===== src/rtl/core/tnlj_pkg.sv =====
// shared types, codes and constants for the theta nested loop join
package tnlj_pkg;

   localparam int LEFT_ROWS_DEFAULT = 32;
   localparam int KEY_WIDTH_DEFAULT = 32;
   localparam int IN_KEY_WIDTH      = 32;
   localparam int ROW_WIDTH         = 6;
   localparam int RIGHT_ROW_WIDTH   = 16;
   localparam int CSR_DATA_WIDTH    = 3;
   localparam int CSR_INDEX_WIDTH   = 1;

   localparam logic [1:0] OPER_LOAD   = 2'd0;
   localparam logic [1:0] OPER_PROBE  = 2'd1;
   localparam logic [1:0] OPER_FINISH = 2'd2;

   localparam logic [2:0] CMP_EQ = 3'd0;
   localparam logic [2:0] CMP_NE = 3'd1;
   localparam logic [2:0] CMP_LT = 3'd2;
   localparam logic [2:0] CMP_LE = 3'd3;
   localparam logic [2:0] CMP_GT = 3'd4;
   localparam logic [2:0] CMP_GE = 3'd5;

   localparam int MODE_LEFT_BIT  = 0;
   localparam int MODE_RIGHT_BIT = 1;

   localparam logic [CSR_INDEX_WIDTH-1:0] CSR_COMPARE_OP = 1'd0;
   localparam logic [CSR_INDEX_WIDTH-1:0] CSR_OUTER_MODE = 1'd1;

   typedef struct packed {
      logic [1:0]                 operation;
      logic signed [IN_KEY_WIDTH-1:0] key;
      logic [RIGHT_ROW_WIDTH-1:0] right_row;
   } req_type;

   typedef struct packed {
      logic [ROW_WIDTH-1:0]       left_row;
      logic [RIGHT_ROW_WIDTH-1:0] right_row_out;
      logic                       left_null;
      logic                       right_null;
      logic                       last;
      logic                       overflow;
   } rsp_type;

   typedef struct packed {
      logic load;
      logic probe;
      logic scan;
      logic outer_left;
      logic pop;
      logic clear;
   } cell_cmd_type;

endpackage


===== src/rtl/core/tnlj_cell.sv =====
// one left row: stored key, fill and match flags, compare and result claim chain
module tnlj_cell
   import tnlj_pkg::*;
#(
   parameter int KEY_WIDTH = KEY_WIDTH_DEFAULT
) (
   input  logic                 clock,
   input  logic                 reset,
   input  cell_cmd_type         cmd,
   input  logic [2:0]           compare_op,
   input  logic [KEY_WIDTH-1:0] load_key,
   input  logic [KEY_WIDTH-1:0] probe_key,
   input  logic                 prev_valid,
   input  logic                 claim_in,
   output logic                 valid,
   output logic                 pending,
   output logic                 sel,
   output logic                 claim_out
);

   logic [KEY_WIDTH-1:0] key_ff;
   logic [KEY_WIDTH-1:0] key_in;
   logic                 valid_ff, valid_in;
   logic                 matched_ff, matched_in;
   logic                 pending_ff, pending_in;
   logic                 load_here;
   logic                 hit;

   assign load_here = cmd.load && prev_valid && !valid_ff;
   assign sel       = pending_ff && !claim_in;
   assign claim_out = claim_in || pending_ff;
   assign valid     = valid_ff;
   assign pending   = pending_ff;

   always_comb begin
      case (compare_op)
         CMP_EQ:  hit = key_ff == probe_key;
         CMP_NE:  hit = key_ff != probe_key;
         CMP_LT:  hit = $signed(key_ff) <  $signed(probe_key);
         CMP_LE:  hit = $signed(key_ff) <= $signed(probe_key);
         CMP_GT:  hit = $signed(key_ff) >  $signed(probe_key);
         CMP_GE:  hit = $signed(key_ff) >= $signed(probe_key);
         default: hit = 1'b0;
      endcase
   end

   always_comb begin
      key_in     = load_here ? load_key : key_ff;
      valid_in   = valid_ff;
      matched_in = matched_ff;
      pending_in = pending_ff;
      if (cmd.clear) begin
         valid_in   = 1'b0;
         matched_in = 1'b0;
         pending_in = 1'b0;
      end else begin
         if (load_here) begin
            valid_in   = 1'b1;
            matched_in = 1'b0;
         end
         if (cmd.probe) begin
            pending_in = valid_ff && hit;
            if (valid_ff && hit) begin
               matched_in = 1'b1;
            end
         end else if (cmd.scan) begin
            pending_in = valid_ff && !matched_ff && cmd.outer_left;
         end else if (cmd.pop && sel) begin
            pending_in = 1'b0;
         end
      end
   end

   always_ff @(posedge clock) begin
      key_ff <= key_in;
   end

   always_ff @(posedge clock) begin
      if (reset) begin
         valid_ff   <= 1'b0;
         matched_ff <= 1'b0;
         pending_ff <= 1'b0;
      end else begin
         valid_ff   <= valid_in;
         matched_ff <= matched_in;
         pending_ff <= pending_in;
      end
   end

endmodule


===== src/rtl/core/theta_nested_loop_join.sv =====
// top level: request capture, control sequencer, chain of left-row cells, result register
//
// usage
//   req channel: one request per handshake (valid high, stall low). operation
//   load stores a left key in the next free cell (row numbers in load order),
//   probe compares its key against every stored key, finish reports unmatched
//   left rows when left outer mode is set and empties the store.
//   rsp channel: row pairs, one per handshake, last set on the final result of
//   a request. csr port: write compare_op (index 0) and outer_mode (index 1)
//   while the block is idle.
//   sequence: a load is stored in the next free cell; when the store is full
//   no key is stored and a status result with overflow set goes out instead.
//   a probe or finish runs its setup (capture, parallel compare in all cells)
//   and then its results; the result register and the claim chain through
//   the cells hand out one matching row per cycle unless the result side stalls.
//   the block holds one request at a time; req_stall is high until it is done.
//   a stalled result holds in the result register and the sequencer waits.
//   reset empties the store, clears the match flags and the overflow flag and
//   sets both csr registers to zero; no clearing pass is needed.
module theta_nested_loop_join
   import tnlj_pkg::*;
#(
   parameter int LEFT_ROWS = LEFT_ROWS_DEFAULT,
   parameter int KEY_WIDTH = KEY_WIDTH_DEFAULT
) (
   input  logic                       clock,
   input  logic                       reset,
   input  logic                       req_valid,
   output logic                       req_stall,
   input  req_type                    req_payload,
   output logic                       rsp_valid,
   input  logic                       rsp_stall,
   output rsp_type                    rsp_payload,
   input  logic                       csr_write_enable,
   input  logic [CSR_INDEX_WIDTH-1:0] csr_index,
   input  logic [CSR_DATA_WIDTH-1:0]  csr_data
);

   localparam int IDX_WIDTH = $clog2(LEFT_ROWS);

   typedef enum logic [2:0] {
      IDLE,
      PROBE_CMP,
      FIN_CMP,
      EMIT_PROBE,
      EMIT_FIN,
      EMIT_STATUS
   } state_type;

   state_type                  state_ff;
   rsp_type                    rsp_ff;
   logic                       rsp_valid_ff;
   logic                       dropped_ff;
   logic                       emitted_ff;
   logic [KEY_WIDTH-1:0]       cur_key_ff;
   logic [RIGHT_ROW_WIDTH-1:0] cur_row_ff;
   logic [2:0]                 compare_op_ff;
   logic [1:0]                 outer_mode_ff;

   logic                 accept;
   logic                 out_free;
   logic                 rsp_load;
   logic                 store_full;
   logic                 pending_any;
   logic                 remaining_any;
   logic [KEY_WIDTH-1:0] req_key_ext;
   logic [IDX_WIDTH-1:0] sel_index;
   cell_cmd_type         cmd;

   logic [LEFT_ROWS-1:0] valid_vec;
   logic [LEFT_ROWS-1:0] pending_vec;
   logic [LEFT_ROWS-1:0] sel_vec;
   logic [LEFT_ROWS:0]   claim_chain;

   assign req_stall   = state_ff != IDLE;
   assign accept      = req_valid && (state_ff == IDLE);
   assign out_free    = !rsp_valid_ff || !rsp_stall;
   assign rsp_valid   = rsp_valid_ff;
   assign rsp_payload = rsp_ff;
   assign req_key_ext = KEY_WIDTH'($unsigned(req_payload.key));
   assign store_full  = valid_vec[LEFT_ROWS-1];

   assign claim_chain[0] = 1'b0;
   assign pending_any    = claim_chain[LEFT_ROWS];
   assign remaining_any  = |(pending_vec & ~sel_vec);

   assign rsp_load = out_free
                     && (((state_ff == EMIT_PROBE)
                          && (pending_any || (outer_mode_ff[MODE_RIGHT_BIT] && !emitted_ff)))
                         || ((state_ff == EMIT_FIN) && pending_any)
                         || (state_ff == EMIT_STATUS));

   always_comb begin
      sel_index = '0;
      for (int i = 0; i < LEFT_ROWS; i++) begin
         if (sel_vec[i]) begin
            sel_index = sel_index | IDX_WIDTH'(i);
         end
      end
   end

   always_comb begin
      cmd.load       = accept && (req_payload.operation == OPER_LOAD);
      cmd.probe      = state_ff == PROBE_CMP;
      cmd.scan       = state_ff == FIN_CMP;
      cmd.outer_left = outer_mode_ff[MODE_LEFT_BIT];
      cmd.pop        = ((state_ff == EMIT_PROBE) || (state_ff == EMIT_FIN))
                       && out_free && pending_any;
      cmd.clear      = (state_ff == EMIT_FIN)
                       && (!pending_any || (out_free && !remaining_any));
   end

   for (genvar g = 0; g < LEFT_ROWS; g++) begin : g_cell
      tnlj_cell #(
         .KEY_WIDTH (KEY_WIDTH)
      ) u_cell (
         .clock      (clock),
         .reset      (reset),
         .cmd        (cmd),
         .compare_op (compare_op_ff),
         .load_key   (req_key_ext),
         .probe_key  (cur_key_ff),
         .prev_valid ((g == 0) ? 1'b1 : valid_vec[(g == 0) ? 0 : g - 1]),
         .claim_in   (claim_chain[g]),
         .valid      (valid_vec[g]),
         .pending    (pending_vec[g]),
         .sel        (sel_vec[g]),
         .claim_out  (claim_chain[g+1])
      );
   end

   always_ff @(posedge clock) begin
      if (reset) begin
         compare_op_ff <= '0;
         outer_mode_ff <= '0;
      end else if (csr_write_enable) begin
         case (csr_index)
            CSR_COMPARE_OP: compare_op_ff <= csr_data[2:0];
            CSR_OUTER_MODE: outer_mode_ff <= csr_data[1:0];
            default: ;
         endcase
      end
   end

   always_ff @(posedge clock) begin
      if (accept) begin
         cur_key_ff <= req_key_ext;
         cur_row_ff <= req_payload.right_row;
      end
   end

   always_ff @(posedge clock) begin
      if (reset) begin
         state_ff     <= IDLE;
         rsp_valid_ff <= 1'b0;
         dropped_ff   <= 1'b0;
         emitted_ff   <= 1'b0;
      end else begin
         if (rsp_load) begin
            rsp_valid_ff <= 1'b1;
         end else if (!rsp_stall) begin
            rsp_valid_ff <= 1'b0;
         end
         case (state_ff)
            IDLE: begin
               if (req_valid) begin
                  case (req_payload.operation)
                     OPER_LOAD: begin
                        if (store_full) begin
                           dropped_ff <= 1'b1;
                           state_ff   <= EMIT_STATUS;
                        end
                     end
                     OPER_PROBE:  state_ff <= PROBE_CMP;
                     OPER_FINISH: state_ff <= FIN_CMP;
                     default: ;
                  endcase
               end
            end
            PROBE_CMP: begin
               emitted_ff <= 1'b0;
               state_ff   <= EMIT_PROBE;
            end
            FIN_CMP: begin
               state_ff <= EMIT_FIN;
            end
            EMIT_PROBE: begin
               if (pending_any) begin
                  if (out_free) begin
                     rsp_ff.left_row      <= ROW_WIDTH'(sel_index);
                     rsp_ff.right_row_out <= cur_row_ff;
                     rsp_ff.left_null     <= 1'b0;
                     rsp_ff.right_null    <= 1'b0;
                     rsp_ff.last          <= !remaining_any;
                     rsp_ff.overflow      <= dropped_ff;
                     emitted_ff           <= 1'b1;
                     if (!remaining_any) begin
                        state_ff <= IDLE;
                     end
                  end
               end else if (outer_mode_ff[MODE_RIGHT_BIT] && !emitted_ff) begin
                  if (out_free) begin
                     rsp_ff.left_row      <= '0;
                     rsp_ff.right_row_out <= cur_row_ff;
                     rsp_ff.left_null     <= 1'b1;
                     rsp_ff.right_null    <= 1'b0;
                     rsp_ff.last          <= 1'b1;
                     rsp_ff.overflow      <= dropped_ff;
                     state_ff             <= IDLE;
                  end
               end else begin
                  state_ff <= IDLE;
               end
            end
            EMIT_FIN: begin
               if (pending_any) begin
                  if (out_free) begin
                     rsp_ff.left_row      <= ROW_WIDTH'(sel_index);
                     rsp_ff.right_row_out <= '0;
                     rsp_ff.left_null     <= 1'b0;
                     rsp_ff.right_null    <= 1'b1;
                     rsp_ff.last          <= !remaining_any;
                     rsp_ff.overflow      <= dropped_ff;
                     if (!remaining_any) begin
                        dropped_ff <= 1'b0;
                        state_ff   <= IDLE;
                     end
                  end
               end else begin
                  dropped_ff <= 1'b0;
                  state_ff   <= IDLE;
               end
            end
            EMIT_STATUS: begin
               if (out_free) begin
                  rsp_ff.left_row      <= '0;
                  rsp_ff.right_row_out <= '0;
                  rsp_ff.left_null     <= 1'b1;
                  rsp_ff.right_null    <= 1'b1;
                  rsp_ff.last          <= 1'b1;
                  rsp_ff.overflow      <= 1'b1;
                  state_ff             <= IDLE;
               end
            end
            default: state_ff <= IDLE;
         endcase
      end
   end

endmodule


===== config.mk =====
export PLATFORM = sky130hd
export DESIGN_NAME = theta_nested_loop_join
export DESIGN_NICKNAME = d
export VERILOG_FILES = /design/src/rtl/core/tnlj_pkg.sv /design/src/rtl/core/tnlj_cell.sv /design/src/rtl/core/theta_nested_loop_join.sv
export SDC_FILE = /design/constraint.sdc
export NUM_CORES = 2
export LEC_CHECK = 0
export BUFFER_PORTS_ARGS = -buffer_cell sky130_fd_sc_hd__buf_2
export CAP_MARGIN = 10
export CORE_MARGIN = 1
export CORE_UTILIZATION = 25
export DETAILED_ROUTE_END_ITERATION = 8
export SYNTH_ARGS = -nofsm -noshare
export SYNTH_HDL_FRONTEND = slang
export SYNTH_SLANG_ARGS = --single-unit

===== constraint.sdc =====
create_clock -name clock -period 11.35 [get_ports clock]
set_input_delay 1.7025 -clock clock [delete_from_list [all_inputs] [get_ports clock]]
set_output_delay 1.7025 -clock clock [all_outputs]
set_load 0.1 [all_outputs]

==> metrics.cfg <==
[global_routing]
grt_util_met3_pct=3.34
grt_use_met1_pct=23.4
globalRouteTotalUtil_pct=16.8
grt_max_degree=54
grtUsageMet2_pct=25.5
grt_overflow=0
first_global_vias=43600
antenna_found_initial=43
grt_first_pass_wirelength_um=310000
busiest_layer=met2

[floorplan]
core_area_um2=252000
dieArea_um2=255000
num_rows=184
die_x_um=505
dieHeight_um=505
ios=87
initial_core_util_pct=25.2

[clock_network]
cts_tree=done
clock_latency_ps=790
post_cts_buffers=0
root_buffer=clkbuf_16
cts_buffer_depth=3
htree_num_levels=4
post_cts_resized=0
numClockSinks=1204
path_clk_slew_ps=70
cts_hold_buf=0
cts-buffers-inserted=132

[pwr]
vdd_ir_drop_max_v=0.000131
p_leak_nw=27.0
powerDensity_nw_per_um2=187

[timing]
timing.max_slew.rel_slack_pct=20.1
fin_worst_skew_ps=39.1
finalSetupViolCount=0
final_max_slew_viol_count=0
rsz0062_at_grt=false
hold_violations=0
period_needed_ps=4890
tightest_slew_ps=1190
setup_ws_ps=6460
final.setup.tns_ps=0
post-route-period-util_pct=43.1
clock.fmax_mhz=205

[run]
cap_viol_max_count=0

[drt]
firstDrtPassIters=7
drc=30
ant_nets=0
wl_um=220000
wl_per_cell_um=25.6
viasPerCell=5.34
dr_total_vias=45900
drtIter0Drc=6387

[critical_path]
reg2reg_slack_ps=6460
ff2ff_path_depth=11
crit_fanout=43
cp.required_ps=11980
r2r_end=g_cell[28].u_cell.pending
critPathLaunchType=flip-flop
worstSetupPathType=flip-flop to flip-flop
crit_path_end_kind=flip-flop
r2r_start=g_cell[1].u_cell.pending
cp.arrival_ps=5520

[logic_synthesis]
syn_nets=5997
synth_warnings=0
synth_ff_type=edfxtp_1
syn_area_um2=63400
synth_top_cell_by_area=edfxtp_1
yosysSeqAreaShare_pct=55.4
synth.area.top_cells=edfxtp_1, ha_1, dfxtp_1
syn_area_per_cell_um2=12.9
synth.distinct_cells=91
synth_top_cell_area_share_pct=52.0
synth-seq-cells=1204
async_flop_share_pct=0
synth_edf_count=1097
syn_inst=4910

[worst_hold_path]
min_path_cells=2
hp-class=flip-flop to flip-flop
min-delay-start=g_cell[14].u_cell.matched_ff
holdPathEnd=g_cell[14].u_cell.matched_ff

[final_layout]
postLayoutCoreUtil_pct=28.9
layout.nets=6209
synthToLayoutAreaGrowth_pct=14.9
drive_gt1_share_pct=9.19

[place]
io_buffers=85
hpwlAfterDp_um=131000
post-place-ws_ps=6610
gp_congestion=0.951

[outcome]
status=finished with violations
violations=DRC

==> cell type report <==
cell class / count / area [µm²]
clock inverter: 67 / 648
clock buffer: 170 / 3600
sequential: 1204 / 35100
timing repair buffer: 167 / 1090
tap: 3348 / 4190
antenna: 16 / 40.0
inverter: 155 / 583
multi-input combinational: 3462 / 27600
fill: 25200 / 179000
==> metrics by stage <==
stage	area [µm²]	hold WS, ps	std cells	power (mW)
final	72800	482	8589	13.6
after global routing	72800	502	8575	14.2
after CTS	72800	478	8573	13.6
after detailed placement	68500	466	8336	9.27
after global placement	68500	470	8336	9.17
after floorplan	63400	429	4910	7.66
==> state kept, by name, indices dropped and copies added (netlist names) <==
signal,count
compare_op_ff,3
cur_key_ff,32
cur_row_ff,16
dropped_ff,1
emitted_ff,1
g_cell.u_cell.key_ff,1024
g_cell.u_cell.matched_ff,32
g_cell.u_cell.pending,32
g_cell.u_cell.valid,32
outer_mode_ff,2
rsp_payload,25
rsp_valid,1
state_ff,3
==> critical path: stages, from the launching register on <==
cell and delay [ps]:
dfxtp_1 360, or4_1 850, nor3_4 570, nand3_1 270, a2111oi_2 430, and4_1 260
and3_1 430, o21ai_1 110, buf_4 240, nand2_4 450, buf_4 600, nor3_1 120
==> where the power goes <==
| part | switching (mW) | total, mW | internal, mW |
|---|---|---|---|
| clock network | 1.86 | 4.33 | 2.48 |
| registers | 0.0889 | 5.07 | 4.98 |
| logic | 2.92 | 4.20 | 1.28 |
| total | 4.87 | 13.6 | 8.74 |
==> cell usage in the layout (no fill, tap or decap), types with 106 or more instances in the layout <==
master,count
dfxtp_1,106
inv_1,122
nand3_1,144
edfxtp_1,1097
nor2_1,241
nand2_1,236
o21ai_0,216
ha_1,1028
clkbuf_16,135
a21o_1,122
a21oi_1,357
nand4_1,169
==> worst max path at each step <==
stage	slack, ps	startpoint	to	depth (start not counted)
after detailed placement	6610	g_cell[1].u_cell.pending	g_cell[28].u_cell.pending	11
after global routing	6300	g_cell[1].u_cell.pending	g_cell[28].u_cell.pending	11
after global placement	6470	cur_key_ff[6]	g_cell[8].u_cell.pending	11
after floorplan	5440	req_valid	g_cell[19].u_cell.key_ff[0]	3
final	6460	g_cell[1].u_cell.pending	g_cell[28].u_cell.pending	11
after CTS	6590	g_cell[1].u_cell.pending	g_cell[28].u_cell.pending	11
==> synth_stat cells (9+ instances only) <==
| library cell | n |
|---|---|
| a22oi_1 | 9 |
| and2_1 | 24 |
| o311ai_0 | 14 |
| o21bai_1 | 13 |
| inv_1 | 153 |
| and4_1 | 37 |
| nor3b_1 | 10 |
| clkbuf_1 | 64 |
| o211ai_1 | 46 |
| xnor2_1 | 11 |
| buf_2 | 11 |
| a221o_1 | 18 |
| a311oi_2 | 12 |
| o21ai_0 | 216 |
| o22ai_1 | 12 |
| a31oi_1 | 40 |
| and3_1 | 31 |
| nor2b_1 | 28 |
| a2111oi_0 | 17 |
| nand3b_1 | 20 |
| a21o_1 | 122 |
| o221ai_1 | 16 |
| dfxtp_1 | 107 |
| o21a_1 | 28 |
| a211o_1 | 24 |
| nor3_1 | 101 |
| o32ai_1 | 13 |
| nand2b_1 | 54 |
| nor2_1 | 272 |
| or4_1 | 21 |
| nand4_1 | 169 |
| ha_1 | 1028 |
| or3_1 | 31 |
| a211oi_1 | 64 |
| o31ai_1 | 16 |
| nand3_1 | 144 |
| a21oi_1 | 357 |
| edfxtp_1 | 1097 |
| nand2_1 | 236 |
| nor4_1 | 48 |
| mux2i_1 | 31 |
==> kinds of logic after synthesis <==
kind of cell / count (synthesis) / synth area share [%]
and+or+nand+nor: 1255 / 10.3
DFF: 1204 / 55.4
AOI/OAI and AO/OA: 1121 / 11.6
adders and majority gates: 1029 / 20.3
buffers and inverters: 244 / 1.54
muxes: 39 / 0.632
xor gates and xnor gates: 17 / 0.235
other: 1 / 0.00592
==> per-layer routing <==
layer	vias to the layer above	wire length, µm
li1	20000	-
met3	467	23100
met2	2527	95300
met5	-	159
met4	28	8060
met1	22900	93500
Note: power is estimated with default switching activity, not from simulation.
